`src/design/wpss_pkg.sv`:
```
// ----------------------------------------------------------------------------
// wpss_pkg
// Shared constants, command codes and beat types of the windowed PI steering
// and speed unit.
// ----------------------------------------------------------------------------
package wpss_pkg;

    localparam int WINDOW     = 20;
    localparam int ANGLE_BITS = 16;
    localparam int GAIN_BITS  = 16;
    localparam int CMD_BITS   = 2;
    localparam int SPEED_BITS = 16;
    localparam int FRAC_BITS  = 12;

    localparam int IDX_W  = $clog2(WINDOW);
    localparam int FILL_W = $clog2(WINDOW + 1);
    localparam int SUM_W  = ANGLE_BITS + IDX_W;

    localparam int CFG_IDX_W = 2;
    localparam logic [CFG_IDX_W-1:0] CFG_PROP     = 2'd0;
    localparam logic [CFG_IDX_W-1:0] CFG_INTEGRAL = 2'd1;
    localparam logic [CFG_IDX_W-1:0] CFG_DERIV    = 2'd2;

    localparam logic [GAIN_BITS-1:0] PROP_RESET     = 16'd3277;
    localparam logic [GAIN_BITS-1:0] INTEGRAL_RESET = 16'd3686;
    localparam logic [GAIN_BITS-1:0] DERIV_RESET    = 16'd0;

    localparam logic [CMD_BITS-1:0] CMD_GO       = 2'd0;
    localparam logic [CMD_BITS-1:0] CMD_REVERSE  = 2'd1;
    localparam logic [CMD_BITS-1:0] CMD_CAUTIOUS = 2'd2;
    localparam logic [CMD_BITS-1:0] CMD_STOP     = 2'd3;

    localparam int PDW_W = GAIN_BITS + 1 + IDX_W;
    localparam int PP_W  = PDW_W + 1 + ANGLE_BITS;
    localparam int PI_W  = GAIN_BITS + 1 + SUM_W;
    localparam int NUM_W = ANGLE_BITS + GAIN_BITS + IDX_W + 2;
    localparam int X_W   = NUM_W - FRAC_BITS;

    localparam logic [NUM_W-1:0] ROUND_BIAS = NUM_W'(WINDOW * (2 ** (FRAC_BITS - 1)));

    localparam int RCP_SHIFT = X_W + IDX_W;
    localparam logic [63:0] RCP_FULL =
        ((64'd1 << RCP_SHIFT) + 64'(WINDOW - 1)) / 64'(WINDOW);
    localparam logic [X_W:0] RCP = RCP_FULL[X_W:0];
    localparam int Q_W    = 2 * X_W + 1 - RCP_SHIFT;
    localparam int TURN_W = Q_W + 1;

    localparam int CAP_W = 14;
    localparam logic [CAP_W-1:0] TURN_CAP = 14'd9216;
    localparam int MAG_W = (ANGLE_BITS > CAP_W) ? ANGLE_BITS : CAP_W;

    localparam int SPD_NUM_W = 23;
    localparam logic [SPD_NUM_W-1:0] SPD_NUM  = 23'd7446753;
    localparam logic [SPD_NUM_W-1:0] SPD_STEP = 23'd800;
    localparam int SPD_RCP_W     = 24;
    localparam int SPD_RCP_SHIFT = 32;
    localparam logic [63:0] SPD_RCP_FULL = ((64'd1 << SPD_RCP_SHIFT) + 64'd449) / 64'd450;
    localparam logic [SPD_RCP_W-1:0] SPD_RCP = SPD_RCP_FULL[SPD_RCP_W-1:0];
    localparam int SPD_PROD_W = SPD_NUM_W + SPD_RCP_W;
    localparam int SPD_GO_W   = SPD_PROD_W - SPD_RCP_SHIFT;

    localparam logic signed [SPEED_BITS-1:0] SPEED_REVERSE  = -16'sd8192;
    localparam logic signed [SPEED_BITS-1:0] SPEED_CAUTIOUS = 16'sd1638;

    typedef struct packed {
        logic signed [ANGLE_BITS-1:0] err;
        logic        [CMD_BITS-1:0]   cmd;
        logic signed [SUM_W-1:0]      sum;
    } wpss_win_t;

    typedef struct packed {
        logic signed [ANGLE_BITS-1:0] steer;
        logic        [CMD_BITS-1:0]   cmd;
    } wpss_turn_t;

endpackage

```
`src/design/wpss_window.sv`:
```
// ----------------------------------------------------------------------------
// wpss_window
// Error ring in a synchronous memory with its head, fill count and running
// sum; the oldest entry is read and replaced in the same access.
// ----------------------------------------------------------------------------
module wpss_window (
    input  logic                                 clk,
    input  logic                                 rst_n,
    input  logic                                 in_valid,
    output logic                                 in_ready,
    input  logic signed [wpss_pkg::ANGLE_BITS-1:0] heading,
    input  logic [wpss_pkg::CMD_BITS-1:0]        drive_cmd,
    output logic                                 win_valid,
    input  logic                                 win_ready,
    output wpss_pkg::wpss_win_t                  win_data
);
    import wpss_pkg::*;

    logic signed [ANGLE_BITS-1:0] mem [WINDOW];
    logic signed [ANGLE_BITS-1:0] rd_data_reg;

    logic [IDX_W-1:0]       head_reg, head_next;
    logic [FILL_W-1:0]      fill_reg, fill_next;
    logic [CMD_BITS-1:0]    prev_cmd_reg;
    logic signed [SUM_W-1:0] sum_reg, sum_next;

    logic                         s1_valid_reg;
    logic signed [ANGLE_BITS-1:0] s1_err_reg;
    logic [CMD_BITS-1:0]          s1_cmd_reg;
    logic                         s1_full_reg;
    logic                         s1_clear_reg;
    logic                         s2_valid_reg;
    wpss_win_t                    s2_data_reg;

    logic                    accept, s1_ready, s2_ready;
    logic                    clear, full;
    logic [IDX_W-1:0]        head_eff, head_inc, wr_addr;
    logic [FILL_W-1:0]       fill_eff;
    logic [FILL_W:0]         addr_sum;
    logic signed [SUM_W-1:0] sum_base, sum_old;

    assign s2_ready  = !s2_valid_reg || win_ready;
    assign s1_ready  = !s1_valid_reg || s2_ready;
    assign in_ready  = s1_ready;
    assign accept    = in_valid && s1_ready;
    assign win_valid = s2_valid_reg;
    assign win_data  = s2_data_reg;

    always_comb
    begin
        clear    = (drive_cmd != prev_cmd_reg);
        head_eff = clear ? '0 : head_reg;
        fill_eff = clear ? '0 : fill_reg;
        full     = (fill_eff >= FILL_W'(WINDOW));
        addr_sum = (FILL_W + 1)'(head_eff) + (FILL_W + 1)'(fill_eff);
        head_inc = (head_eff == IDX_W'(WINDOW - 1)) ? '0 : head_eff + 1'b1;
        if (full)
        begin
            wr_addr = head_eff;
        end
        else if (addr_sum >= (FILL_W + 1)'(WINDOW))
        begin
            wr_addr = IDX_W'(addr_sum - (FILL_W + 1)'(WINDOW));
        end
        else
        begin
            wr_addr = addr_sum[IDX_W-1:0];
        end
        head_next = full ? head_inc : head_eff;
        fill_next = full ? fill_eff : fill_eff + 1'b1;
    end

    always_comb
    begin
        sum_base = s1_clear_reg ? '0 : sum_reg;
        sum_old  = s1_full_reg ? SUM_W'(rd_data_reg) : '0;
        sum_next = sum_base + SUM_W'(s1_err_reg) - sum_old;
    end

    // Read-first: when the window is full the oldest entry is read and
    // overwritten at the same edge.
    always_ff @(posedge clk)
    begin
        if (accept)
        begin
            mem[wr_addr] <= heading;
            rd_data_reg  <= mem[head_eff];
        end
    end

    always_ff @(posedge clk or negedge rst_n)
    begin
        if (!rst_n)
        begin
            head_reg     <= '0;
            fill_reg     <= '0;
            prev_cmd_reg <= CMD_GO;
            sum_reg      <= '0;
            s1_valid_reg <= 1'b0;
            s2_valid_reg <= 1'b0;
        end
        else
        begin
            if (accept)
            begin
                head_reg     <= head_next;
                fill_reg     <= fill_next;
                prev_cmd_reg <= drive_cmd;
            end
            if (s1_valid_reg && s2_ready)
            begin
                sum_reg <= sum_next;
            end
            if (s1_ready)
            begin
                s1_valid_reg <= in_valid;
            end
            if (s2_ready)
            begin
                s2_valid_reg <= s1_valid_reg;
            end
        end
    end

    always_ff @(posedge clk)
    begin
        if (s1_ready)
        begin
            s1_err_reg   <= heading;
            s1_cmd_reg   <= drive_cmd;
            s1_full_reg  <= full;
            s1_clear_reg <= clear;
        end
        if (s2_ready)
        begin
            s2_data_reg.err <= s1_err_reg;
            s2_data_reg.cmd <= s1_cmd_reg;
            s2_data_reg.sum <= sum_next;
        end
    end

endmodule

```
`src/design/wpss_gain.sv`:
```
// ----------------------------------------------------------------------------
// wpss_gain
// Gain registers and the turn datapath: both products, rounding, division by
// the window length through a reciprocal, and saturation.
// ----------------------------------------------------------------------------
module wpss_gain (
    input  logic                                clk,
    input  logic                                rst_n,
    input  logic                                cfg_write,
    input  logic [wpss_pkg::CFG_IDX_W-1:0]      cfg_index,
    input  logic [wpss_pkg::GAIN_BITS-1:0]      cfg_data,
    input  logic                                win_valid,
    output logic                                win_ready,
    input  wpss_pkg::wpss_win_t                 win_data,
    output logic                                turn_valid,
    input  logic                                turn_ready,
    output wpss_pkg::wpss_turn_t                turn_data
);
    import wpss_pkg::*;

    localparam logic [PDW_W-1:0] WIN_MUL = PDW_W'(WINDOW);
    localparam logic [PDW_W-1:0] PDW_RESET =
        (PDW_W'(PROP_RESET) + PDW_W'(DERIV_RESET)) * WIN_MUL;
    localparam logic signed [TURN_W-1:0] T_MAX =
        {{(TURN_W - ANGLE_BITS + 1){1'b0}}, {(ANGLE_BITS - 1){1'b1}}};
    localparam logic signed [TURN_W-1:0] T_MIN =
        {{(TURN_W - ANGLE_BITS + 1){1'b1}}, {(ANGLE_BITS - 1){1'b0}}};

    logic [GAIN_BITS-1:0] prop_gain_reg, integral_gain_reg, deriv_gain_reg;
    logic [PDW_W-1:0]     pdw_reg, pdw_next;

    logic s3_valid_reg, s4_valid_reg, s5_valid_reg, s6_valid_reg, s7_valid_reg;
    logic s3_ready, s4_ready, s5_ready, s6_ready, s7_ready;

    logic signed [PP_W-1:0]  s3_prod_p_reg;
    logic signed [PI_W-1:0]  s3_prod_i_reg;
    logic [CMD_BITS-1:0]     s3_cmd_reg, s4_cmd_reg, s5_cmd_reg, s6_cmd_reg;
    logic signed [X_W-1:0]   s4_x_reg;
    logic [X_W-1:0]          s5_mag_reg;
    logic                    s5_neg_reg, s6_neg_reg;
    logic [Q_W-1:0]          s6_q_reg;
    wpss_turn_t              s7_data_reg;

    logic signed [NUM_W-1:0]  num;
    logic [2*X_W:0]           rcp_prod;
    logic signed [TURN_W-1:0] turn_full;
    logic signed [ANGLE_BITS-1:0] turn_sat;

    assign s7_ready   = !s7_valid_reg || turn_ready;
    assign s6_ready   = !s6_valid_reg || s7_ready;
    assign s5_ready   = !s5_valid_reg || s6_ready;
    assign s4_ready   = !s4_valid_reg || s5_ready;
    assign s3_ready   = !s3_valid_reg || s4_ready;
    assign win_ready  = s3_ready;
    assign turn_valid = s7_valid_reg;
    assign turn_data  = s7_data_reg;

    assign pdw_next = (PDW_W'(prop_gain_reg) + PDW_W'(deriv_gain_reg)) * WIN_MUL;

    always_comb
    begin
        num      = NUM_W'(s3_prod_p_reg) + NUM_W'(s3_prod_i_reg) + $signed(ROUND_BIAS);
        rcp_prod = (2 * X_W + 1)'(s5_mag_reg) * (2 * X_W + 1)'(RCP);
        turn_full = s6_neg_reg ? -$signed({1'b0, s6_q_reg}) : $signed({1'b0, s6_q_reg});
        if (turn_full > T_MAX)
        begin
            turn_sat = {1'b0, {(ANGLE_BITS - 1){1'b1}}};
        end
        else if (turn_full < T_MIN)
        begin
            turn_sat = {1'b1, {(ANGLE_BITS - 1){1'b0}}};
        end
        else
        begin
            turn_sat = turn_full[ANGLE_BITS-1:0];
        end
    end

    always_ff @(posedge clk or negedge rst_n)
    begin
        if (!rst_n)
        begin
            prop_gain_reg     <= PROP_RESET;
            integral_gain_reg <= INTEGRAL_RESET;
            deriv_gain_reg    <= DERIV_RESET;
            pdw_reg           <= PDW_RESET;
            s3_valid_reg      <= 1'b0;
            s4_valid_reg      <= 1'b0;
            s5_valid_reg      <= 1'b0;
            s6_valid_reg      <= 1'b0;
            s7_valid_reg      <= 1'b0;
        end
        else
        begin
            if (cfg_write)
            begin
                case (cfg_index)
                    CFG_PROP:     prop_gain_reg     <= cfg_data;
                    CFG_INTEGRAL: integral_gain_reg <= cfg_data;
                    CFG_DERIV:    deriv_gain_reg    <= cfg_data;
                    default:      ;
                endcase
            end
            pdw_reg <= pdw_next;
            if (s3_ready)
            begin
                s3_valid_reg <= win_valid;
            end
            if (s4_ready)
            begin
                s4_valid_reg <= s3_valid_reg;
            end
            if (s5_ready)
            begin
                s5_valid_reg <= s4_valid_reg;
            end
            if (s6_ready)
            begin
                s6_valid_reg <= s5_valid_reg;
            end
            if (s7_ready)
            begin
                s7_valid_reg <= s6_valid_reg;
            end
        end
    end

    always_ff @(posedge clk)
    begin
        if (s3_ready)
        begin
            s3_prod_p_reg <= $signed({1'b0, pdw_reg}) * $signed(win_data.err);
            s3_prod_i_reg <= $signed({1'b0, integral_gain_reg}) * $signed(win_data.sum);
            s3_cmd_reg    <= win_data.cmd;
        end
        if (s4_ready)
        begin
            s4_x_reg   <= num[NUM_W-1:FRAC_BITS];
            s4_cmd_reg <= s3_cmd_reg;
        end
        if (s5_ready)
        begin
            s5_neg_reg <= s4_x_reg[X_W-1];
            s5_mag_reg <= s4_x_reg[X_W-1] ? (~s4_x_reg + X_W'(WINDOW)) : s4_x_reg;
            s5_cmd_reg <= s4_cmd_reg;
        end
        if (s6_ready)
        begin
            s6_q_reg   <= rcp_prod[2*X_W:RCP_SHIFT];
            s6_neg_reg <= s5_neg_reg;
            s6_cmd_reg <= s5_cmd_reg;
        end
        if (s7_ready)
        begin
            s7_data_reg.steer <= turn_sat;
            s7_data_reg.cmd   <= s6_cmd_reg;
        end
    end

endmodule

```
`src/design/wpss_speed.sv`:
```
// ----------------------------------------------------------------------------
// wpss_speed
// Drive speed from the command and the saturated turn, and the output
// register of the unit.
// ----------------------------------------------------------------------------
module wpss_speed (
    input  logic                                  clk,
    input  logic                                  rst_n,
    input  logic                                  turn_valid,
    output logic                                  turn_ready,
    input  wpss_pkg::wpss_turn_t                  turn_data,
    output logic                                  out_valid,
    input  logic                                  out_ready,
    output logic signed [wpss_pkg::ANGLE_BITS-1:0] steer,
    output logic signed [wpss_pkg::SPEED_BITS-1:0] drive_speed
);
    import wpss_pkg::*;

    logic s8_valid_reg, s9_valid_reg, s10_valid_reg;
    logic s8_ready, s9_ready, s10_ready;

    wpss_turn_t                   s8_data_reg, s9_data_reg;
    logic [SPD_NUM_W-1:0]         s8_num_reg;
    logic [SPD_GO_W-1:0]          s9_go_reg;
    logic signed [ANGLE_BITS-1:0] steer_reg;
    logic signed [SPEED_BITS-1:0] speed_reg, speed_next;

    logic [MAG_W-1:0]      mag_ext;
    logic [CAP_W-1:0]      mag_cap;
    logic [SPD_PROD_W-1:0] go_prod;

    assign s10_ready   = !s10_valid_reg || out_ready;
    assign s9_ready    = !s9_valid_reg || s10_ready;
    assign s8_ready    = !s8_valid_reg || s9_ready;
    assign turn_ready  = s8_ready;
    assign out_valid   = s10_valid_reg;
    assign steer       = steer_reg;
    assign drive_speed = speed_reg;

    always_comb
    begin
        mag_ext = MAG_W'($signed(turn_data.steer));
        if (turn_data.steer[ANGLE_BITS-1])
        begin
            mag_ext = -mag_ext;
        end
        mag_cap = (mag_ext > MAG_W'(TURN_CAP)) ? TURN_CAP : mag_ext[CAP_W-1:0];
        go_prod = SPD_PROD_W'(s8_num_reg) * SPD_PROD_W'(SPD_RCP);
        case (s9_data_reg.cmd)
            CMD_GO:       speed_next = SPEED_BITS'(s9_go_reg);
            CMD_REVERSE:  speed_next = SPEED_REVERSE;
            CMD_CAUTIOUS: speed_next = SPEED_CAUTIOUS;
            default:      speed_next = '0;
        endcase
    end

    always_ff @(posedge clk or negedge rst_n)
    begin
        if (!rst_n)
        begin
            s8_valid_reg  <= 1'b0;
            s9_valid_reg  <= 1'b0;
            s10_valid_reg <= 1'b0;
        end
        else
        begin
            if (s8_ready)
            begin
                s8_valid_reg <= turn_valid;
            end
            if (s9_ready)
            begin
                s9_valid_reg <= s8_valid_reg;
            end
            if (s10_ready)
            begin
                s10_valid_reg <= s9_valid_reg;
            end
        end
    end

    always_ff @(posedge clk)
    begin
        if (s8_ready)
        begin
            s8_data_reg <= turn_data;
            s8_num_reg  <= SPD_NUM - SPD_STEP * SPD_NUM_W'(mag_cap);
        end
        if (s9_ready)
        begin
            s9_data_reg <= s8_data_reg;
            s9_go_reg   <= go_prod[SPD_PROD_W-1:SPD_RCP_SHIFT];
        end
        if (s10_ready)
        begin
            steer_reg <= (s9_data_reg.cmd == CMD_STOP) ? '0 : s9_data_reg.steer;
            speed_reg <= speed_next;
        end
    end

endmodule

```
`src/design/windowed_pi_steering_speed_unit.sv`:
```
// ----------------------------------------------------------------------------
// windowed_pi_steering_speed_unit
// Each accepted beat passes through the registered stages s1 to s10.
// Throughput: one beat per cycle while out_ready allows; the error ring
// memory is read and written once per beat and its running sum is updated
// in the stage after the read. Reset clears the ring head, fill count, sum,
// previous command and all valid flags and loads the reset gains; the ring
// memory is not cleared, as the fill count keeps unwritten entries out of the sum.
// ----------------------------------------------------------------------------
module windowed_pi_steering_speed_unit (
    input  logic                                  clk,
    input  logic                                  rst_n,
    input  logic                                  cfg_write,
    input  logic [wpss_pkg::CFG_IDX_W-1:0]        cfg_index,
    input  logic [wpss_pkg::GAIN_BITS-1:0]        cfg_data,
    input  logic                                  in_valid,
    output logic                                  in_ready,
    input  logic signed [wpss_pkg::ANGLE_BITS-1:0] heading,
    input  logic [wpss_pkg::CMD_BITS-1:0]         drive_cmd,
    output logic                                  out_valid,
    input  logic                                  out_ready,
    output logic signed [wpss_pkg::ANGLE_BITS-1:0] steer,
    output logic signed [wpss_pkg::SPEED_BITS-1:0] drive_speed
);
    import wpss_pkg::*;

    logic       win_valid, win_ready;
    wpss_win_t  win_data;
    logic       turn_valid, turn_ready;
    wpss_turn_t turn_data;

    wpss_window u_window (
        .clk       (clk),
        .rst_n     (rst_n),
        .in_valid  (in_valid),
        .in_ready  (in_ready),
        .heading   (heading),
        .drive_cmd (drive_cmd),
        .win_valid (win_valid),
        .win_ready (win_ready),
        .win_data  (win_data)
    );

    wpss_gain u_gain (
        .clk        (clk),
        .rst_n      (rst_n),
        .cfg_write  (cfg_write),
        .cfg_index  (cfg_index),
        .cfg_data   (cfg_data),
        .win_valid  (win_valid),
        .win_ready  (win_ready),
        .win_data   (win_data),
        .turn_valid (turn_valid),
        .turn_ready (turn_ready),
        .turn_data  (turn_data)
    );

    wpss_speed u_speed (
        .clk         (clk),
        .rst_n       (rst_n),
        .turn_valid  (turn_valid),
        .turn_ready  (turn_ready),
        .turn_data   (turn_data),
        .out_valid   (out_valid),
        .out_ready   (out_ready),
        .steer       (steer),
        .drive_speed (drive_speed)
    );

    // A draining output means no stage of the pipeline can hold the input back.
    a_ready_when_draining: assert property (@(posedge clk) disable iff (!rst_n)
        out_ready |-> in_ready)
        else $error("input stalled while the output drains");

    // Only a stop beat gives zero speed, and it must also give zero steer.
    a_stop_zero_steer: assert property (@(posedge clk) disable iff (!rst_n)
        (out_valid && drive_speed == '0) |-> steer == '0)
        else $error("stop beat with non-zero steer");

    // The only negative speed is the reverse speed.
    a_negative_is_reverse: assert property (@(posedge clk) disable iff (!rst_n)
        (out_valid && drive_speed[SPEED_BITS-1]) |-> drive_speed == SPEED_REVERSE)
        else $error("negative speed other than reverse");

endmodule

```
`config.mk`:
```
export PLATFORM = sky130hd
export DESIGN_NAME = windowed_pi_steering_speed_unit
export DESIGN_NICKNAME = d
export VERILOG_FILES = /design/src/design/wpss_pkg.sv /design/src/design/wpss_window.sv /design/src/design/wpss_gain.sv /design/src/design/wpss_speed.sv /design/src/design/windowed_pi_steering_speed_unit.sv
export SDC_FILE = /design/constraint.sdc
export NUM_CORES = 2
export LEC_CHECK = 0
export ABC_AREA = 1
export BUFFER_PORTS_ARGS = -buffer_cell sky130_fd_sc_hd__buf_4
export CORE_ASPECT_RATIO = 0.9
export CORE_MARGIN = 2
export CORE_UTILIZATION = 65
export DETAILED_ROUTE_END_ITERATION = 12
export GPL_TIMING_DRIVEN = 0
export PLACE_DENSITY = 0.82
export SYNTH_ARGS = -nofsm -noshare
export SYNTH_HDL_FRONTEND = slang
export SYNTH_SLANG_ARGS = --single-unit
```
`constraint.sdc`:
```
create_clock -name clk -period 7.55 [get_ports clk]
set_clock_uncertainty 0.15 [all_clocks]
set_input_delay 0 -clock clk [delete_from_list [all_inputs] [get_ports clk]]
set_output_delay 0 -clock clk [all_outputs]
set_load 0.01 [all_outputs]
```
### Word-level counts from Yosys, hierarchy flattened

Memory sizes are Yosys's and may differ from the RTL's. A register that Yosys moved wholly into a read port is not among the register bits.
Cells that the tools add are included.

| operators by class | value |
|---|---|
| add/subtract/negate cells | 13 |
| multiply operators | 6 |
| $lt $le $gt $ge | 5 |
| eq/ne operators | 7 |
| mux-type cells | 17 |
| bitwise operators | 1 |
| reductions and logical operators | 27 |

Operator list:

| kind | number |
|---|---|
| 27-bit by 28-bit multiplier with 55-bit output, second input constant | 1 |
| 16-bit case mux with 3 select lines | 1 |
| 23-bit by 22-bit multiplier with 45-bit output, second input constant | 1 |
| 21-bit 2-to-1 mux | 2 |
| 39-bit by 17-bit adder with 39-bit output, second input constant | 1 |
| 39-bit by 38-bit adder with 39-bit output | 1 |
| 17-bit by 21-bit multiplier with 38-bit output | 1 |
| 21-bit by 16-bit multiplier with 37-bit output | 1 |
| 5-bit 2-to-1 mux | 7 |
| 16-bit 2-to-1 mux | 2 |
| 27-bit by 6-bit adder with 27-bit output, second input constant | 1 |
| 27-bit inverter | 1 |
| 26-bit 2-to-1 mux | 1 |
| 24-bit by 16-bit > comparator with 1-bit output, second input constant | 1 |
| 24-bit by 16-bit < comparator with 1-bit output, second input constant | 1 |
| 24-bit 2-to-1 mux | 1 |
| 23-bit negation with 24-bit output | 1 |
| 23-bit subtractor, first input constant | 1 |
| 22-bit by 3-bit multiplier with 20-bit output, second input constant | 1 |
| 21-bit by 16-bit adder with 21-bit output | 1 |
| 21-bit subtractor | 1 |
| 5-bit by 14-bit multiplier with 18-bit output, first input constant | 1 |
| 16-bit by 16-bit adder with 17-bit output | 1 |
| 16-bit by 14-bit > comparator with 1-bit output, second input constant | 1 |
| other kinds (17) | 44 |

| storage, ports and cells | value |
|---|---|
| bits in registers | 458 |
| bits in writable memories | 320 |
| input bits | 41 |
| output and inout bits | 34 |
| logic and storage cells | 124 |
| memories | 1 |

Memory list:

| name | depth | width | rd ports | clocked after Yosys merged registers in | write ports | line | text |
|---|---|---|---|---|---|---|---|
| u_window.mem | 20 | 16 | 1 | 1 | 1 | wpss_window.sv:19 | `logic signed [ANGLE_BITS-1:0] mem [WINDOW];` |

### Depth between registers and ports, before layout

| logic depth | value |
|---|---|
| depth in word-level cells | 14 |
| mapped depth | 38 |
| mapped depth without buffers | 38 |

### Modules after synthesis

Synthesis repeated with hierarchy kept, for this count alone.

| second synthesis, totals | value |
|---|---|
| cells, all modules | 8758 |
| area, all modules | 79207.2 µm² |

Modules (own cells, without submodules):

| module | instances | cells each | area an instance (µm²) | seq. area each (µm²) |
|---|---|---|---|---|
| wpss_gain | 1 | 5833 | 48153.7 | 7191.9 |
| wpss_window | 1 | 1621 | 18788.0 | 12737.2 |
| wpss_speed | 1 | 1304 | 12265.5 | 3108.0 |

### Least setup slack after synthesis

No wires, ideal clock.

| timing path | value |
|---|---|
| kind | register to register |
| start | register u_window.s2_data_reg, in the netlist u_window.win_data[38] |
| end | register u_gain.s3_prod_p_reg[38], data pin |
| setup time | 0.261 ns |
| arrival | 5.595 ns |
| required time | 7.139 ns |
| path slack | 1.544 ns |
| stages on the path, launching flop included | 27 |
| buffers on the path | 1 |
| period minus slack after synthesis | 6.006 ns |
| cell sequence | edfxtp_1 > inv_1 > clkbuf_1 > or2_2 > fa_1 > inv_1 > fa_1 > inv_1 > fa_1 > inv_1 > fa_1 > inv_1 > fa_1 > fa_1 > inv_1 > ha_1 > a21oi_1 > inv_1 > a31oi_1 > nor2_1 > nor3_1 > nor2_1 > nor3_1 > nand2_1 > nand2_1 > nand2_1 > xor2_1 |

| on the way | value |
|---|---|
| longest elaborated chain between the ends | 1 |

RTL lines:

| what | line | text |
|---|---|---|
| start, declared | wpss_window.sv:33 | `wpss_win_t s2_data_reg;` |
| 21-bit by 16-bit multiplier with 37-bit output | wpss_gain.sv:132 | `s3_prod_p_reg <= $signed({1'b0, pdw_reg}) * $signed(win_data.err);` |
| end signal, assigned | wpss_gain.sv:132 |  |
| end, declared | wpss_gain.sv:35 | `logic signed [PP_W-1:0] s3_prod_p_reg;` |

Every way passes these cells.
A chain may end at the register's enable or synchronous reset.

### Worst setup path after layout

| timing path | value |
|---|---|
| start | register u_window.s2_data_reg, in the netlist u_window.win_data[17] |
| end | register u_gain.s3_prod_i_reg[34], data pin |

| on the way | value |
|---|---|
| longest elaborated chain between the ends | 1 |

RTL lines:

| what | line | text |
|---|---|---|
| 17-bit by 21-bit multiplier with 38-bit output | wpss_gain.sv:133 | `s3_prod_i_reg <= $signed({1'b0, integral_gain_reg}) * $signed(win_data.sum);` |
| end signal, assigned | wpss_gain.sv:133 |  |
| end, declared | wpss_gain.sv:36 | `logic signed [PI_W-1:0] s3_prod_i_reg;` |

Every way passes these cells.

==> results.json <==
{
  "status": "completed",
  "critical_path.endpoint_type": "register",
  "postSynthAreaPerCell_um2": 9.472,
  "critical_path_peak_fanout": 10,
  "placed_cells_incl_taps": 9781,
  "synthDominantCellAreaShare_pct": 26.28,
  "final.setup.tns_ns": 0,
  "grt_antenna_before_repair": 4,
  "finalWeightedCongestion": 0.9934,
  "tritoncts_clock_tree": "built",
  "synth-edff-count": 674,
  "timing.critical_path.max_delay_family": "adder cells",
  "critPathLaunch": "u_window.win_data[17]$_DFFE_PP_",
  "pin_count": 75,
  "slowest_stage": "fa_1",
  "finalWirelength_um": 198000,
  "reg2reg_slack_ns": 0.28,
  "clock_path_buffers": 3,
  "asyncSetResetFlopFracSynth_pct": 14.14,
  "clk_transition_reported_paths_ns": 0.07,
  "post_route_cells_drive_above_1_share_pct": 4.435,
  "finalNetCount": 10140,
  "detailroute.via_count": 56660,
  "critPathLaunchType": "register",
  "clock_sink_count": 785,
  "grt_start_max_net_pins": 74,
  "fp.dieH_um": 330.5,
  "synth.cell_area_um2": 77010,
  "gr_ovfl_total": 0,
  "grt_setup_unrepaired": "true",
  "cts_buf_count": 80,
  "cts_max_level": 3,
  "synthesis.yosys.warnings": 0,
  "largest_register_ff_count": 320,
  "detailed_routing_iterations_pass_1": 7,
  "worst_hold_path_type": "in2reg",
  "port_buffers": 74,
  "first_global_vias": 58100,
  "die_x_um": 366.8,
  "post_cts_buffers": 0,
  "synth.lib_cells_used.distinct": 63,
  "cts_root_buf": "clkbuf_16",
  "crit_top_cell": "fa_1",
  "vias_per_cell": 5.675,
  "areaGrowthSynthToFinish_pct": 7.791,
  "synth-main-ff-cell": "edfxtp_1",
  "cap_violations": 0,
  "report.final.hold_viol_count": 0,
  "synth_nets": 9922,
  "row_count": 119,
  "ys_seq_elements": 785,
  "final_critical_delay_including_setup_and_external_delays_ns": 7.268,
  "instances_no_fill": 9984,
  "combined_global_route_utilization_of_all_metal_layers_pct": 33.46,
  "timing.final.max_slew_violations": 0,
  "clk-insertion-delay-late_ns": 0.71,
  "timing.critical_path.to": "u_gain.s3_prod_i_reg[34]$_DFFE_PP_",
  "worst_path_buffer_plus_inverter_count": 5,
  "synth-seq-area-share_pct": 29.92,
  "hold_ws_ns": 0.09672,
  "dr.first_iter.drc_count": 5752,
  "arrival_ns": 7.57,
  "cp_data_required_time_ns": 7.85,
  "setup_violations": 0,
  "hold_path_depth": 2,
  "synthesis.instances": 8130,
  "place.detailed.hpwl_um": 159600,
  "route.detailed.drc": 0,
  "fp.dieArea_um2": 121200,
  "timing.final.crit_share_pct": 96.26,
  "diodes_inserted": 0,
  "timing.rr.end": "u_gain.s3_prod_i_reg[34]$_DFFE_PP_",
  "ys_top_cells_by_area": "edfxtp_1 (26%), fa_1 (24%), ha_1 (14%), inv_1 (9.2%), nand2_1 (6.7%)",
  "max_slew_margin_pct": 18.22,
  "r2r.worst_path.cells": 21,
  "max_stage_delay_ns": 0.58,
  "worstPathCellList": "clkbuf_1, clkbuf_1, nand2_1, fa_1, inv_1, fa_1, fa_1, inv_1, fa_1, fa_1, inv_1, fa_1, ha_1, nand2_1, nor4_1, nand3_1, nand3_1, a21o_1, nand2_1, o2111ai_1, xor2_1",
  "synthDominantAreaCellType": "edfxtp_1",
  "fmax_mhz": 137.6,
  "drt.antenna.violating_nets": 0,
  "worst_pin_slew_ns": 1.227,
  "criticalPathCategory": "reg2reg",
  "floorplan.initialDensity_pct": 65.63,
  "reg2reg_from": "u_window.win_data[17]$_DFFE_PP_",
  "core_um2": 117300,
  "wl_per_cell_um": 19.84,
  "global_route_wire_length_before_repair_um": 315200,
  "worst-path-stages": 21
}
## cell usage after synthesis, drive strengths merged (2+ instances only)
cell type / number
nand3b: 7
nor3: 46
nand4: 20
edfxtp: 674
o2111ai: 4
a21boi: 7
dfstp: 16
nor2: 491
inv: 1907
o211ai: 78
o21a: 16
and2: 2
a31oi: 68
a211oi: 5
o221ai: 6
fa: 918
a221oi: 5
a21o: 35
clkinv: 2
nand2: 1407
buf: 29
nor4: 18
nand3: 158
dfrtp: 95
ha: 833
a21oi: 296
o22ai: 16
clkbuf: 197
xor2: 187
xnor2: 81
o21bai: 79
or2: 23
a311oi: 2
o21ai: 392
o31ai: 5
## cell usage in the layout (no fill, tap or decap), types with 95 or more instances in the layout
master	synthesis	layout
fa_1	918	918
nand3_1	150	150
inv_1	1891	1889
a21oi_1	291	291
edfxtp_1	674	674
dfrtp_1	95	95
xor2_1	186	186
nand2_1	1383	1383
ha_1	833	833
o21ai_0	361	361
clkbuf_1	197	207
nor2_1	479	460
## timing repair
item / CTS / global route
hold buffers: 52 / 0
setup endpoints to repair: 0 / 3
hold endpoints to repair: 529 / 0
resized for setup: 0 / 4
## final cells by class
cell class | instances | area (um2)
multi-input combinational | 5210 | 45940
fill | 8736 | 34320
sequential | 785 | 23040
inverter | 1909 | 7166
clock buffer | 102 | 2241
tap | 1573 | 1968
timing repair buffer | 131 | 1195
buffer | 226 | 913.4
clock inverter | 48 | 540.5
## per-stage QoR
stage	utilization [%]	instance area, um2	worst slack (ns)
final	70.75	83000	0.2823
after CTS	70.70	82950	0.3564
after global routing	70.75	83000	-0.02921
after detailed placement	67.87	79630	0.3813
after global placement	67.78	79530	0.4052
after floorplan	-	77010	1.544
## worst min path at each step
stage,end,start,slack (ns)
after global routing,u_window.s1_err_reg[0]$_DFFE_PN_,heading[0],0.08
after global placement,u_window.s1_cmd_reg[1]$_DFFE_PN_,drive_cmd[1],0.06
after CTS,u_window.s1_err_reg[1]$_DFFE_PN_,heading[1],0.05
final,u_window.mem[10][15]$_DFFE_PP_,heading[15],0.1
after floorplan,u_gain.deriv_gain_reg[0]$_DFFE_PN0P_,rst_n,-0.45
after detailed placement,u_speed.out_valid$_DFFE_PN0P_,rst_n,-0.19
## worst register-to-register path: stages, from the launching register on
cell	delay, ns
edfxtp_1	0.32
clkbuf_1	0.53
clkbuf_1	0.54
nand2_1	0.17
fa_1	0.55
inv_1	0.06
fa_1	0.52
fa_1	0.55
inv_1	0.06
fa_1	0.55
fa_1	0.56
inv_1	0.05
fa_1	0.58
ha_1	0.45
nand2_1	0.17
nor4_1	0.46
nand3_1	0.13
nand3_1	0.18
a21o_1	0.18
nand2_1	0.06
o2111ai_1	0.09
xor2_1	0.11
## logic make-up (layout without fill, tap and decap cells)
logic type	Yosys count	in the layout	synth area share [%]
AND/OR/NAND/NOR	2176	2176	11.48
buffers and inverters	2135	2416	10.49
adder cells (fa/ha/maj)	1751	1751	37.40
AO/OA/AOI/OAI	1015	1015	7.656
flip-flops	785	785	29.92
XOR/XNOR	268	268	3.058
## layer usage
layer | routed length (um) | GRT usage (%)
met5 | 0 | 0
met4 | 8059 | 12.31
met3 | 18520 | 6.834
met2 | 90900 | 53.71
met1 | 80560 | 45.57
Power is not shown: default switching activity piles up to over one toggle a cycle in this logic, so the estimate is an artifact.
